## config.mk

```make
export PLATFORM = sky130hd
export DESIGN_NAME = zip64_extra_field_parser_unit_flat
export DESIGN_NICKNAME = d
export VERILOG_FILES = /design/src/rtl/z64efp_pkg.sv /design/src/rtl/z64efp_if.sv /design/src/rtl/zip64_extra_field_parser_unit.sv /design/src/rtl/z64efp_core.sv /design/src/flat_wrapper.sv
export VERILOG_INCLUDE_DIRS = /design/src /design/src/rtl
export SDC_FILE = /design/constraint.sdc
export NUM_CORES = 1
export LEC_CHECK = 0
export ABC_AREA = 1
export BUFFER_PORTS_ARGS = -buffer_cell sky130_fd_sc_hd__buf_2
export CAP_MARGIN = 5
export CORE_MARGIN = 2
export CORE_UTILIZATION = 41
export CTS_BUF_LIST = sky130_fd_sc_hd__clkbuf_8
export CTS_CLUSTER_DIAMETER = 80
export DETAILED_ROUTE_END_ITERATION = 16
export GPL_TIMING_DRIVEN = 1
export HOLD_SLACK_MARGIN = 0.02
export PLACE_DENSITY = 0.65
export SYNTH_ARGS = -nofsm -noshare
export SYNTH_HDL_FRONTEND = slang
export SYNTH_SLANG_ARGS = --single-unit
```

## constraint.sdc

```tcl
create_clock -name clk -period 28.9 [get_ports clk]
set_input_delay 5.78 -clock clk [delete_from_list [all_inputs] [get_ports clk]]
set_output_delay 5.78 -clock clk [all_outputs]
set_load 0.01 [all_outputs]
```

## src/rtl/zip64_extra_field_parser_unit_assert.svh

```systemverilog
// Assertion macros for the zip64 extra field parser.
// Included by the top level; no other dependencies.
`ifndef ZIP64_EXTRA_FIELD_PARSER_UNIT_ASSERT_SVH
`define ZIP64_EXTRA_FIELD_PARSER_UNIT_ASSERT_SVH
`ifndef SYNTHESIS
`define Z64_ASSERT_IMP(lbl, clk_s, rst_s, ante, cons, msg) \
  lbl: assert property (@(posedge clk_s) disable iff (rst_s) (ante) |-> (cons)) \
    else $error(msg);
`define Z64_ASSERT_NXT(lbl, clk_s, rst_s, ante, cons, msg) \
  lbl: assert property (@(posedge clk_s) disable iff (rst_s) (ante) |=> (cons)) \
    else $error(msg);
`else
`define Z64_ASSERT_IMP(lbl, clk_s, rst_s, ante, cons, msg)
`define Z64_ASSERT_NXT(lbl, clk_s, rst_s, ante, cons, msg)
`endif
`endif

```

## src/rtl/z64efp_pkg.sv

```systemverilog
// Shared types and codes for the zip64 extra field parser.
// No dependencies.
package z64efp_pkg;

  localparam logic [1:0] ACT_START = 2'd0;
  localparam logic [1:0] ACT_DATA  = 2'd1;
  localparam logic [1:0] ACT_END   = 2'd2;

  localparam logic [1:0] ST_PARSED      = 2'd0;
  localparam logic [1:0] ST_NO_SENTINEL = 2'd1;
  localparam logic [1:0] ST_NOT_FOUND   = 2'd2;
  localparam logic [1:0] ST_TRUNCATED   = 2'd3;

  // want flag bit positions
  localparam int W_UNC  = 0;
  localparam int W_COMP = 1;
  localparam int W_OFF  = 2;
  localparam int W_DISK = 3;

  localparam logic [15:0] ZIP64_ID = 16'h0001;

  typedef struct packed {
    logic [1:0]  action;
    logic [7:0]  data_byte;
    logic [31:0] compressed_size_32;
    logic [31:0] uncompressed_size_32;
    logic [31:0] header_offset_32;
    logic [15:0] disk_start_16;
  } in_t;

  typedef struct packed {
    logic [1:0]  status;
    logic        has_uncompressed;
    logic        has_compressed;
    logic        has_offset;
    logic        has_disk;
    logic [63:0] uncompressed_size;
    logic [63:0] compressed_size;
    logic [63:0] header_offset;
    logic [31:0] disk_start;
  } res_t;

endpackage

```

## src/rtl/z64efp_if.sv

```systemverilog
// Valid/ready channel interfaces for input items and result items.
// Depends on nothing; field widths follow the package types.
interface z64efp_in_if;
  logic        valid;
  logic        ready;
  logic [1:0]  action;
  logic [7:0]  data_byte;
  logic [31:0] compressed_size_32;
  logic [31:0] uncompressed_size_32;
  logic [31:0] header_offset_32;
  logic [15:0] disk_start_16;

  modport source (output valid, action, data_byte, compressed_size_32,
                  uncompressed_size_32, header_offset_32, disk_start_16,
                  input ready);
  modport sink (input valid, action, data_byte, compressed_size_32,
                uncompressed_size_32, header_offset_32, disk_start_16,
                output ready);
endinterface

interface z64efp_out_if;
  logic        valid;
  logic        ready;
  logic [1:0]  status;
  logic        has_uncompressed;
  logic        has_compressed;
  logic        has_offset;
  logic        has_disk;
  logic [63:0] uncompressed_size;
  logic [63:0] compressed_size;
  logic [63:0] header_offset;
  logic [31:0] disk_start;

  modport source (output valid, status, has_uncompressed, has_compressed, has_offset,
                  has_disk, uncompressed_size, compressed_size, header_offset,
                  disk_start, input ready);
  modport sink (input valid, status, has_uncompressed, has_compressed, has_offset,
                has_disk, uncompressed_size, compressed_size, header_offset,
                disk_start, output ready);
endinterface

```

## src/rtl/zip64_extra_field_parser_unit.sv

```systemverilog
// zip64 extra field parser: one record per start/data.../end item sequence.
// Throughput: one item per cycle unless the skid is full; items act on walker state when taken.
// The result of an end item is registered in the result register, or in the skid if it is held.
// A two-entry result buffer (result register plus skid) lets input flow while a result waits.
// Reset (rst, synchronous): walker goes idle, result buffer empties. Depends on z64efp_pkg.
`include "zip64_extra_field_parser_unit_assert.svh"
module zip64_extra_field_parser_unit #(
  parameter int MAX_EXTRA_BYTES = 65535
) (
  input logic         clk,
  input logic         rst,
  z64efp_in_if.sink   in_item,
  z64efp_out_if.source out_item
);

  z64efp_pkg::in_t  item;
  z64efp_pkg::res_t core_res;
  logic             core_valid;
  logic             accept;

  // result register and its skid entry
  z64efp_pkg::res_t or_data, sk_data;
  logic             or_valid, sk_valid;
  logic             pop;

  assign item.action               = in_item.action;
  assign item.data_byte            = in_item.data_byte;
  assign item.compressed_size_32   = in_item.compressed_size_32;
  assign item.uncompressed_size_32 = in_item.uncompressed_size_32;
  assign item.header_offset_32     = in_item.header_offset_32;
  assign item.disk_start_16        = in_item.disk_start_16;

  // Input stalls only when both result slots are taken; a full skid
  // entry means the result register is also occupied.
  assign in_item.ready = !sk_valid;
  assign accept        = in_item.valid && in_item.ready;

  z64efp_core #(
    .MAX_EXTRA_BYTES(MAX_EXTRA_BYTES)
  ) u_core (
    .clk      (clk),
    .rst      (rst),
    .accept   (accept),
    .item     (item),
    .res_valid(core_valid),
    .res      (core_res)
  );

  assign pop = or_valid && out_item.ready;

  always_ff @(posedge clk) begin
    if (rst) begin
      or_valid <= 1'b0;
      sk_valid <= 1'b0;
    end else begin
      if (!or_valid || pop) begin
        // skid entry drains first; a new result cannot arrive while it is full
        if (sk_valid) begin
          or_valid <= 1'b1;
          sk_valid <= 1'b0;
        end else begin
          or_valid <= core_valid;
        end
      end else if (core_valid) begin
        sk_valid <= 1'b1;
      end
    end
    if (!or_valid || pop) begin
      or_data <= sk_valid ? sk_data : core_res;
    end else if (core_valid) begin
      sk_data <= core_res;
    end
  end

  assign out_item.valid             = or_valid;
  assign out_item.status            = or_data.status;
  assign out_item.has_uncompressed  = or_data.has_uncompressed;
  assign out_item.has_compressed    = or_data.has_compressed;
  assign out_item.has_offset        = or_data.has_offset;
  assign out_item.has_disk          = or_data.has_disk;
  assign out_item.uncompressed_size = or_data.uncompressed_size;
  assign out_item.compressed_size   = or_data.compressed_size;
  assign out_item.header_offset     = or_data.header_offset;
  assign out_item.disk_start        = or_data.disk_start;

  // skid is only ever filled behind an occupied result register
  `Z64_ASSERT_IMP(a_skid_behind_out, clk, rst, sk_valid, or_valid, "skid full, output empty")
  // no new result may show up while the buffer is full
  `Z64_ASSERT_IMP(a_no_overflow, clk, rst, core_valid, !sk_valid, "result lost in full buffer")
  // a stalled result with a waiting skid entry keeps both
  `Z64_ASSERT_NXT(a_hold_skid, clk, rst, sk_valid && !out_item.ready, sk_valid && or_valid,
    "buffered result dropped")
  // only a parsed record reports values
  `Z64_ASSERT_IMP(a_flags_only_parsed, clk, rst,
    or_valid && (or_data.status != z64efp_pkg::ST_PARSED),
    !or_data.has_uncompressed && !or_data.has_compressed && !or_data.has_offset &&
    !or_data.has_disk, "value flag set on failed record")

endmodule

```

## src/rtl/z64efp_core.sv

```systemverilog
// Extra field walker: subfield header scan, skip and zip64 value capture.
// Depends on z64efp_pkg.
module z64efp_core #(
  parameter int MAX_EXTRA_BYTES = 65535
) (
  input  logic              clk,
  input  logic              rst,
  input  logic              accept,
  input  z64efp_pkg::in_t   item,
  output logic              res_valid,
  output z64efp_pkg::res_t  res
);

  localparam int POS_W = $clog2(MAX_EXTRA_BYTES + 1);
  localparam int END_W = $clog2(MAX_EXTRA_BYTES + 65536);
  localparam logic [POS_W-1:0] POS_MAX = POS_W'(MAX_EXTRA_BYTES);

  localparam logic [1:0] PH_IDLE    = 2'd0;
  localparam logic [1:0] PH_HEADER  = 2'd1;
  localparam logic [1:0] PH_SKIP    = 2'd2;
  localparam logic [1:0] PH_CAPTURE = 2'd3;

  logic [1:0]       phase, phase_next;
  logic [3:0]       flags, flags_next;
  logic [POS_W-1:0] pos, pos_next;
  logic [31:0]      hb, hb_next;
  logic [15:0]      skip, skip_next;
  logic [END_W-1:0] sub_end, sub_end_next;
  logic [4:0]       cc, cc_next;
  logic [63:0]      unc, unc_next;
  logic [63:0]      comp, comp_next;
  logic [63:0]      off, off_next;
  logic [31:0]      disk, disk_next;

  logic [4:0] needed, b_comp, b_off, b_disk;
  logic [4:0] i_comp, i_off, i_disk;
  logic       we_unc, we_comp, we_off, we_disk;

  // capture layout: values packed back to back in the fixed order
  assign b_comp = flags[z64efp_pkg::W_UNC] ? 5'd8 : 5'd0;
  assign b_off  = b_comp + (flags[z64efp_pkg::W_COMP] ? 5'd8 : 5'd0);
  assign b_disk = b_off + (flags[z64efp_pkg::W_OFF] ? 5'd8 : 5'd0);
  assign needed = b_disk + (flags[z64efp_pkg::W_DISK] ? 5'd4 : 5'd0);

  assign i_comp = cc - b_comp;
  assign i_off  = cc - b_off;
  assign i_disk = cc - b_disk;

  assign we_unc  = flags[z64efp_pkg::W_UNC] && (cc < 5'd8);
  assign we_comp = flags[z64efp_pkg::W_COMP] && (cc >= b_comp) && (cc < b_comp + 5'd8);
  assign we_off  = flags[z64efp_pkg::W_OFF] && (cc >= b_off) && (cc < b_off + 5'd8);
  assign we_disk = flags[z64efp_pkg::W_DISK] && (cc >= b_disk) && (cc < b_disk + 5'd4);

  always_comb begin
    logic [31:0] hb_full;
    logic        ok;
    hb_full      = hb;
    ok           = 1'b0;
    phase_next   = phase;
    flags_next   = flags;
    pos_next     = pos;
    hb_next      = hb;
    skip_next    = skip;
    sub_end_next = sub_end;
    cc_next      = cc;
    unc_next     = unc;
    comp_next    = comp;
    off_next     = off;
    disk_next    = disk;
    res_valid    = 1'b0;
    res          = '0;
    hb_full[{cc[1:0], 3'b000} +: 8] = item.data_byte;
    if (accept) begin
      unique case (item.action)
        z64efp_pkg::ACT_START: begin
          flags_next[z64efp_pkg::W_UNC]  = &item.uncompressed_size_32;
          flags_next[z64efp_pkg::W_COMP] = &item.compressed_size_32;
          flags_next[z64efp_pkg::W_OFF]  = &item.header_offset_32;
          flags_next[z64efp_pkg::W_DISK] = &item.disk_start_16;
          phase_next   = PH_HEADER;
          pos_next     = '0;
          hb_next      = '0;
          skip_next    = '0;
          sub_end_next = '0;
          cc_next      = '0;
          unc_next     = '0;
          comp_next    = '0;
          off_next     = '0;
          disk_next    = '0;
        end
        z64efp_pkg::ACT_DATA: begin
          if (phase != PH_IDLE && pos < POS_MAX) begin
            pos_next = pos + 1'b1;
            unique case (phase)
              PH_HEADER: begin
                hb_next = hb_full;
                cc_next = cc + 5'd1;
                if (cc[1:0] == 2'd3) begin
                  if (hb_full[15:0] == z64efp_pkg::ZIP64_ID) begin
                    sub_end_next = END_W'(pos_next) + END_W'(hb_full[31:16]);
                    phase_next   = PH_CAPTURE;
                    cc_next      = '0;
                  end else if (hb_full[31:16] == 16'd0) begin
                    hb_next = '0;
                    cc_next = '0;
                  end else begin
                    skip_next  = hb_full[31:16];
                    phase_next = PH_SKIP;
                  end
                end
              end
              PH_SKIP: begin
                skip_next = skip - 16'd1;
                if (skip == 16'd1) begin
                  phase_next = PH_HEADER;
                  hb_next    = '0;
                  cc_next    = '0;
                end
              end
              PH_CAPTURE: begin
                if (cc < needed) begin
                  if (we_unc)  unc_next[{cc[2:0], 3'b000} +: 8]      = item.data_byte;
                  if (we_comp) comp_next[{i_comp[2:0], 3'b000} +: 8] = item.data_byte;
                  if (we_off)  off_next[{i_off[2:0], 3'b000} +: 8]   = item.data_byte;
                  if (we_disk) disk_next[{i_disk[1:0], 3'b000} +: 8] = item.data_byte;
                  cc_next = cc + 5'd1;
                end
              end
              default: ;
            endcase
          end
        end
        z64efp_pkg::ACT_END: begin
          if (phase != PH_IDLE) begin
            res_valid = 1'b1;
            if (flags == 4'd0) begin
              res.status = z64efp_pkg::ST_NO_SENTINEL;
            end else if (phase != PH_CAPTURE || sub_end > END_W'(pos)) begin
              res.status = z64efp_pkg::ST_NOT_FOUND;
            end else if (cc < needed) begin
              res.status = z64efp_pkg::ST_TRUNCATED;
            end else begin
              res.status = z64efp_pkg::ST_PARSED;
              ok         = 1'b1;
            end
            if (ok) begin
              res.has_uncompressed  = flags[z64efp_pkg::W_UNC];
              res.has_compressed    = flags[z64efp_pkg::W_COMP];
              res.has_offset        = flags[z64efp_pkg::W_OFF];
              res.has_disk          = flags[z64efp_pkg::W_DISK];
              res.uncompressed_size = unc;
              res.compressed_size   = comp;
              res.header_offset     = off;
              res.disk_start        = disk;
            end
            phase_next = PH_IDLE;
          end
        end
        default: ;
      endcase
    end
  end

  always_ff @(posedge clk) begin
    if (rst) begin
      phase <= PH_IDLE;
    end else begin
      phase <= phase_next;
    end
    flags   <= flags_next;
    pos     <= pos_next;
    hb      <= hb_next;
    skip    <= skip_next;
    sub_end <= sub_end_next;
    cc      <= cc_next;
    unc     <= unc_next;
    comp    <= comp_next;
    off     <= off_next;
    disk    <= disk_next;
  end

endmodule
```

## src/flat_wrapper.sv

```systemverilog
// flat-port wrapper written by rule: the top's interface ports become plain ports
module zip64_extra_field_parser_unit_flat 
#(
  parameter int MAX_EXTRA_BYTES = 65535
)
  (clk, rst, in_item_valid, in_item_action, in_item_data_byte, in_item_compressed_size_32, in_item_uncompressed_size_32, in_item_header_offset_32, in_item_disk_start_16, in_item_ready, out_item_valid, out_item_status, out_item_has_uncompressed, out_item_has_compressed, out_item_has_offset, out_item_has_disk, out_item_uncompressed_size, out_item_compressed_size, out_item_header_offset, out_item_disk_start, out_item_ready);
  z64efp_in_if in_item_i ();
  z64efp_out_if out_item_i ();
  input logic clk;
  input logic rst;
  input wire logic [$bits(in_item_i.valid)-1:0] in_item_valid;
  input wire logic [$bits(in_item_i.action)-1:0] in_item_action;
  input wire logic [$bits(in_item_i.data_byte)-1:0] in_item_data_byte;
  input wire logic [$bits(in_item_i.compressed_size_32)-1:0] in_item_compressed_size_32;
  input wire logic [$bits(in_item_i.uncompressed_size_32)-1:0] in_item_uncompressed_size_32;
  input wire logic [$bits(in_item_i.header_offset_32)-1:0] in_item_header_offset_32;
  input wire logic [$bits(in_item_i.disk_start_16)-1:0] in_item_disk_start_16;
  output wire logic [$bits(in_item_i.ready)-1:0] in_item_ready;
  output wire logic [$bits(out_item_i.valid)-1:0] out_item_valid;
  output wire logic [$bits(out_item_i.status)-1:0] out_item_status;
  output wire logic [$bits(out_item_i.has_uncompressed)-1:0] out_item_has_uncompressed;
  output wire logic [$bits(out_item_i.has_compressed)-1:0] out_item_has_compressed;
  output wire logic [$bits(out_item_i.has_offset)-1:0] out_item_has_offset;
  output wire logic [$bits(out_item_i.has_disk)-1:0] out_item_has_disk;
  output wire logic [$bits(out_item_i.uncompressed_size)-1:0] out_item_uncompressed_size;
  output wire logic [$bits(out_item_i.compressed_size)-1:0] out_item_compressed_size;
  output wire logic [$bits(out_item_i.header_offset)-1:0] out_item_header_offset;
  output wire logic [$bits(out_item_i.disk_start)-1:0] out_item_disk_start;
  input wire logic [$bits(out_item_i.ready)-1:0] out_item_ready;
  assign in_item_i.valid = in_item_valid;
  assign in_item_i.action = in_item_action;
  assign in_item_i.data_byte = in_item_data_byte;
  assign in_item_i.compressed_size_32 = in_item_compressed_size_32;
  assign in_item_i.uncompressed_size_32 = in_item_uncompressed_size_32;
  assign in_item_i.header_offset_32 = in_item_header_offset_32;
  assign in_item_i.disk_start_16 = in_item_disk_start_16;
  assign in_item_ready = in_item_i.ready;
  assign out_item_valid = out_item_i.valid;
  assign out_item_status = out_item_i.status;
  assign out_item_has_uncompressed = out_item_i.has_uncompressed;
  assign out_item_has_compressed = out_item_i.has_compressed;
  assign out_item_has_offset = out_item_i.has_offset;
  assign out_item_has_disk = out_item_i.has_disk;
  assign out_item_uncompressed_size = out_item_i.uncompressed_size;
  assign out_item_compressed_size = out_item_i.compressed_size;
  assign out_item_header_offset = out_item_i.header_offset;
  assign out_item_disk_start = out_item_i.disk_start;
  assign out_item_i.ready = out_item_ready;
  zip64_extra_field_parser_unit #(.MAX_EXTRA_BYTES(MAX_EXTRA_BYTES)) u_core (.clk(clk), .rst(rst), .in_item(in_item_i), .out_item(out_item_i));
endmodule
```

==> metrics, run 1 <==
prevailing post-synth register cell=edfxtp_1; RSZ-0062 raised after global routing=false; setup TNS=0 ns; slowest CP cell=buf_4; syn_area_per_cell=9.969 µm²; endpoints failing hold=0; Layout Nets=4,170; pre-CTS setup slack=19.07 ns; ratio of cells with drive above 1 in the final layout=14.40%; max-cap violation count=0; worst slew pin tran=1.216 ns; PortBufs=357; DRC errors left=0; CP Launch Type=input pin; CTS Hold Buffers Added=0; die height=303.4 µm; Clock Power Share=39.6%; worst-skew pair later-pin latency=0.81 ns; clk_skew=0.05246 ns; pin count of the biggest net entering global routing=223; syn_nets=3,872; Die Area=92,030 µm²; final cell count without fillers=5,243; DR vias/cell=5.106; grt total ovfl=0; CP arrival=9.36 ns; Sw Pwr=0.5605 mW; final wirelength=93.25 mm; synthesized area=36,750 µm²; synthesis-stage register bit count=778; global placement routability congestion=0.8834; Syn. warnings=0; Peak Freq=111.4 MHz; Power Density=55.58 nW/µm²; final period utilization=31.05%; CTS root buf=clkbuf_8; Critical path buffers and inverters=5; Hold Worst Slack=0.5584 ns; setup violators final=0; postcts setup bufs=0; Final HPWL DP=59.86 mm; Placed Cells=5,013; Initial Util=41.45%; vias in the first global route=25,490; Post-synth EDFFs=774; initial antenna violation count=8; Detailed Route Iter0 Violations=2,294; post-synthesis sequential area ratio=63.47%; IO Pins=358; routed len/inst=17.78 µm; Layout area overhead=13.50%; Min Clock Period, post-route=8.974 ns; Post-Synthesis Cells=3,686; Setup CP Type=input pin to flip-flop; sequential power share=54.6%; H-tree levels=4; post-cts sizing count=0; first-pass GRT wire length=142.6 mm; VDD IR max=0.00004488 V; Worst Path Max Fanout=79; Logic pwr share=5.8%; Cell Chain, Critical Path=buf_2 -> inv_1 -> nand2_1 -> nor3_4 -> inv_1 -> nor2_4 -> buf_4 -> buf_4; hold crit path type=flip-flop to flip-flop; First-pass DRT Iterations=5; CP required=29.28 ns; CTS clk-pin slew, worst paths=0.06 ns; CTS Buf Count=134; Total GRT Usage=20.02%; Synth cell types=47; family with the most delay on the worst path=buffers and inverters; chip width=303.4 µm; status=completed; Rel. slew slack=18.65%; core area=88,650 µm²; internal power=1.757 mW; Sw Ratio=24.18%; Sinks on Clock Net=778; Leak=20.76 nW; final design utilization=47.05%; Cell Area, Placed=39,310 µm²; nature of the critical path endpoint=flip-flop; Tot Pwr=2.318 mW; cell row count=109; delay of the slowest critical-path stage=0.91 ns; CTS tree=yes; Final Max Tran Viols=0; Clock Path Buffers=3; most common cell after layout, fill and taps aside=edfxtp_1; Design Area, Final=41,710 µm²; Routed Antenna Nets=0; final worst slack=19.93 ns; vias=26,770; most frequent cells in the layout=774 x edfxtp_1, 651 x inv_1, 619 x nor2_1; asr flop ratio synth=0%
## synthesized netlist by cell type, types with 2 or more instances
library cell	number	share of area, %
buf_4	4	0.082
a31oi_1	2	0.034
o211ai_1	2	0.041
xnor2_1	6	0.14
a221oi_1	2	0.048
a21oi_1	505	6.9
dfxtp_1	4	0.22
ha_1	58	2.0
o21ai_1	2	0.027
fa_1	2	0.11
nor2_2	5	0.085
nor3_1	14	0.19
o21ai_0	38	0.52
nand3_2	2	0.054
o22ai_1	10	0.17
clkbuf_1	131	1.3
inv_1	611	6.2
nand4_1	263	4.5
inv_2	10	0.10
nor2_4	4	0.12
nand3_1	46	0.63
a21o_1	4	0.082
nand2_1	429	4.4
buf_1	23	0.23
nor3_4	2	0.089
buf_2	45	0.61
a21oi_2	9	0.21
edfxtp_1	774	63
and2_1	4	0.068
nor2_1	622	6.4
xor2_1	14	0.33
or2_2	2	0.034
o21a_1	2	0.041
nor4_1	10	0.17
buf_6	13	0.40
## registers in the layout (all words and copies together), names as in the netlist
name and cells:
u_core.sk_data 230, u_core.out_item.compressed_size 64, u_core.out_item.header_offset 64, u_core.out_item.uncompressed_size 64, u_core.u_core.comp 64, u_core.u_core.off 64
u_core.u_core.unc 64, u_core.out_item.disk_start 32, u_core.u_core.disk 32, u_core.u_core.hb 32, u_core.u_core.sub_end 17, u_core.u_core.pos 16
u_core.u_core.skip 16, u_core.u_core.cc 5, u_core.u_core.flags 4, u_core.out_item.status 2, u_core.u_core.phase 2, u_core.out_item.has_compressed 1
u_core.out_item.has_disk 1, u_core.out_item.has_offset 1, u_core.out_item.has_uncompressed 1, u_core.out_item.valid 1, u_core.sk_valid 1
## worst register-to-register path, delay by kind of cell (launching register included)
kind | cells | cell delay (ns)
AOI/OAI and AO/OA | 2 | 1.32
DFF | 1 | 0.52
and+or+nand+nor | 2 | 0.48
buffers and inverters | 2 | 1.72
adders and majority gates | 2 | 0.85
## power by group through the flow
stage | registers (mW) | logic, mW | clock network, mW
after floorplan | 1.29 | 0.0867 | 0
after global placement | 1.29 | 0.132 | 0
after detailed placement | 1.29 | 0.134 | 0
after CTS | 1.27 | 0.134 | 0.938
after global routing | 1.27 | 0.150 | 0.984
final | 1.27 | 0.134 | 0.917
## final timing paths
check                                    from                                       endpoint  slack [ns]  depth (start not counted)
max reg2reg  u_core.u_core.flags[1]$_DFFE_PP_  u_core.out_item.compressed_size[47]$_DFFE_PP_       23.79                          8
min reg2reg      u_core.sk_data[70]$_DFFE_PP_    u_core.out_item.header_offset[38]$_DFFE_PP_        0.56                          2
min              u_core.sk_data[70]$_DFFE_PP_    u_core.out_item.header_offset[38]$_DFFE_PP_        0.56                          2
max                         in_item_action[0]                  u_core.sk_data[130]$_DFFE_PP_       19.93                          8
## layout make-up
cell class	count	area, µm²
antenna	3	7.507
clock buffer	136	1872
clock inverter	91	511.7
fill	8396	46940
inverter	622	2350
multi-input combinational	2070	10210
sequential	778	23320
tap	1165	1458
timing repair buffer	378	1969
## layer usage
| layer | global-route usage [%] | wire length, µm |
|---|---|---|
| met1 | 26.64 | 39890 |
| met5 | 0 | 13 |
| met2 | 32.58 | 44270 |
| met3 | 3.919 | 6323 |
| met4 | 7.446 | 2751 |
## kinds of logic (layout without fill, tap and decap cells)
family	Yosys count	after routing	share of synthesized area (%)
xor+xnor	20	20	0.4767
flops	778	778	63.47
buf+inv	838	1227	9.020
other cells	0	3	0
fa+ha+maj	60	60	2.084
simple gates	1408	1408	16.77
compound gates	582	582	8.182
(Power assumes the default switching activity.)
==> run 2: changes to the inputs <==
PLACE_DENSITY = 0.63   (was 0.65)
clock period = 8.6 ns   (was 28.9 ns; I/O delays follow)
==> metrics, run 2 (synthesized netlist as in run 1, its figures left out) <==
status=completed; Final Max Tran Viols=0; Die Area=92,030 µm²; CP required=9.00 ns; core area=88,650 µm²; Peak Freq=218.9 MHz; Worst Path Max Fanout=83; VDD IR max=0.0001550 V; vias=26,680; CP arrival=4.97 ns; most frequent cells in the layout=774 x edfxtp_1, 656 x inv_1, 619 x nor2_1; endpoints failing hold=0; max reg flops=230; DRC errors left=0; Rel. slew slack=22.48%; Initial Util=41.45%; FF/Latch Area=23,320 µm²; Total GRT Usage=20.38%; grt total ovfl=0; Power Density=189.3 nW/µm²; vias in the first global route=25,620; CTS tree=yes; clk_skew=0.04053 ns; worst-skew pair later-pin latency=0.81 ns; final wirelength=94.89 mm; initial antenna violation count=6; Layout Nets=4,173; met3 Use GR=4.312%; first-pass GRT wire length=144.6 mm; die height=303.4 µm; Leak=20.85 nW; CP Launch Type=input pin; hold crit path type=flip-flop to flip-flop; Setup CP Type=input pin to flip-flop; Layout area overhead=13.98%; routed len/inst=18.06 µm; DR vias/cell=5.077; most common cell after layout, fill and taps aside=edfxtp_1; First-pass DRT Iterations=5; CTS Buf Count=135; Detailed Route Iter0 Violations=2,608; RSZ-0062 raised after global routing=false; Biggest register=u_core.sk_data; pin count of the biggest net entering global routing=209; cell row count=109; layer with the highest usage=met2; postcts setup bufs=0; filler instances=8,342; ratio of cells with drive above 1 in the final layout=14.73%; met2 usage=33.19%; setup violators final=0; worst slew pin tran=1.163 ns; Min Clock Period, post-route=4.568 ns; GR Util met1=26.88%; Sinks on Clock Net=778; final period utilization=53.11%; IO Pins=358; CTS root buf=clkbuf_8; Routed Antenna Nets=0; post-cts sizing count=0; CTS Hold Buffers Added=0; PortBufs=357; area of the multi-input gates=10,220 µm²; Final HPWL DP=59.90 mm; Clock Path Buffers=3; nature of the critical path endpoint=flip-flop; global placement routability congestion=0.8957; Tot Pwr=7.929 mW; max-cap violation count=0; setup TNS=0 ns; chip width=303.4 µm; CTS clk-pin slew, worst paths=0.06 ns; H-tree levels=4
run 2: layout make-up:
cell class,count,share of cell area [%]
flip-flops and latches,778,55.68
inverters,622,5.604
well taps,1165,3.480
repair buffers,380,4.827
diodes,4,0.02390
multi-input cells,2070,24.41
clock buffers,136,4.469
clock inverters,100,1.503
run 2: critical path, cell delays in order:
cell	delay, ns
buf_2	0.12
inv_1	0.17
nor2_4	0.18
inv_6	0.51
nor2_1	0.12
nor2_1	0.12
nand4_1	0.39
a21oi_4	0.86
buf_4	0.68
run 2: metrics by stage:
step / cell area (µm²) / setup WS, ns / util (%) / hold slack, ns / instances
after floorplan: 36770 / 1.854 / - / 0.4946 / 3686
after global placement: 39370 / 3.219 / 44.42 / 0.5428 / 5015
after detailed placement: 39370 / 3.260 / 44.42 / 0.5260 / 5015
after CTS: 41870 / 4.109 / 47.24 / 0.5507 / 5251
after global routing: 41880 / 3.873 / 47.25 / 0.5864 / 5255
final: 41880 / 4.032 / 47.25 / 0.5536 / 5255
run 2: layer usage:
layer | wire, µm | vias up
met5 | 7 | -
met4 | 2778 | 2
met3 | 6461 | 161
met2 | 44940 | 922
met1 | 40700 | 12550
li1 | - | 13050
run 2: worst paths after layout:
| check | start | to | slack (ns) | cells after the start |
|---|---|---|---|---|
| hold / removal | u_core.sk_data[229]$_DFFE_PP_ | u_core.out_item.status[1]$_DFFE_PP_ | 0.55 | 2 |
| setup reg to reg | u_core.u_core.cc[0]$_SDFFCE_PN0P_ | u_core.u_core.comp[23]$_SDFFCE_PN0P_ | 4.26 | 10 |
| setup / recovery | in_item_action[0] | u_core.u_core.comp[23]$_SDFFCE_PN0P_ | 4.03 | 9 |
| hold reg to reg | u_core.sk_data[229]$_DFFE_PP_ | u_core.out_item.status[1]$_DFFE_PP_ | 0.55 | 2 |
run 2: report_power, final:
group	switching [mW]	internal, mW
Clock	1.55	1.67
Combinational	0.334	0.123
Sequential	0.0369	4.22
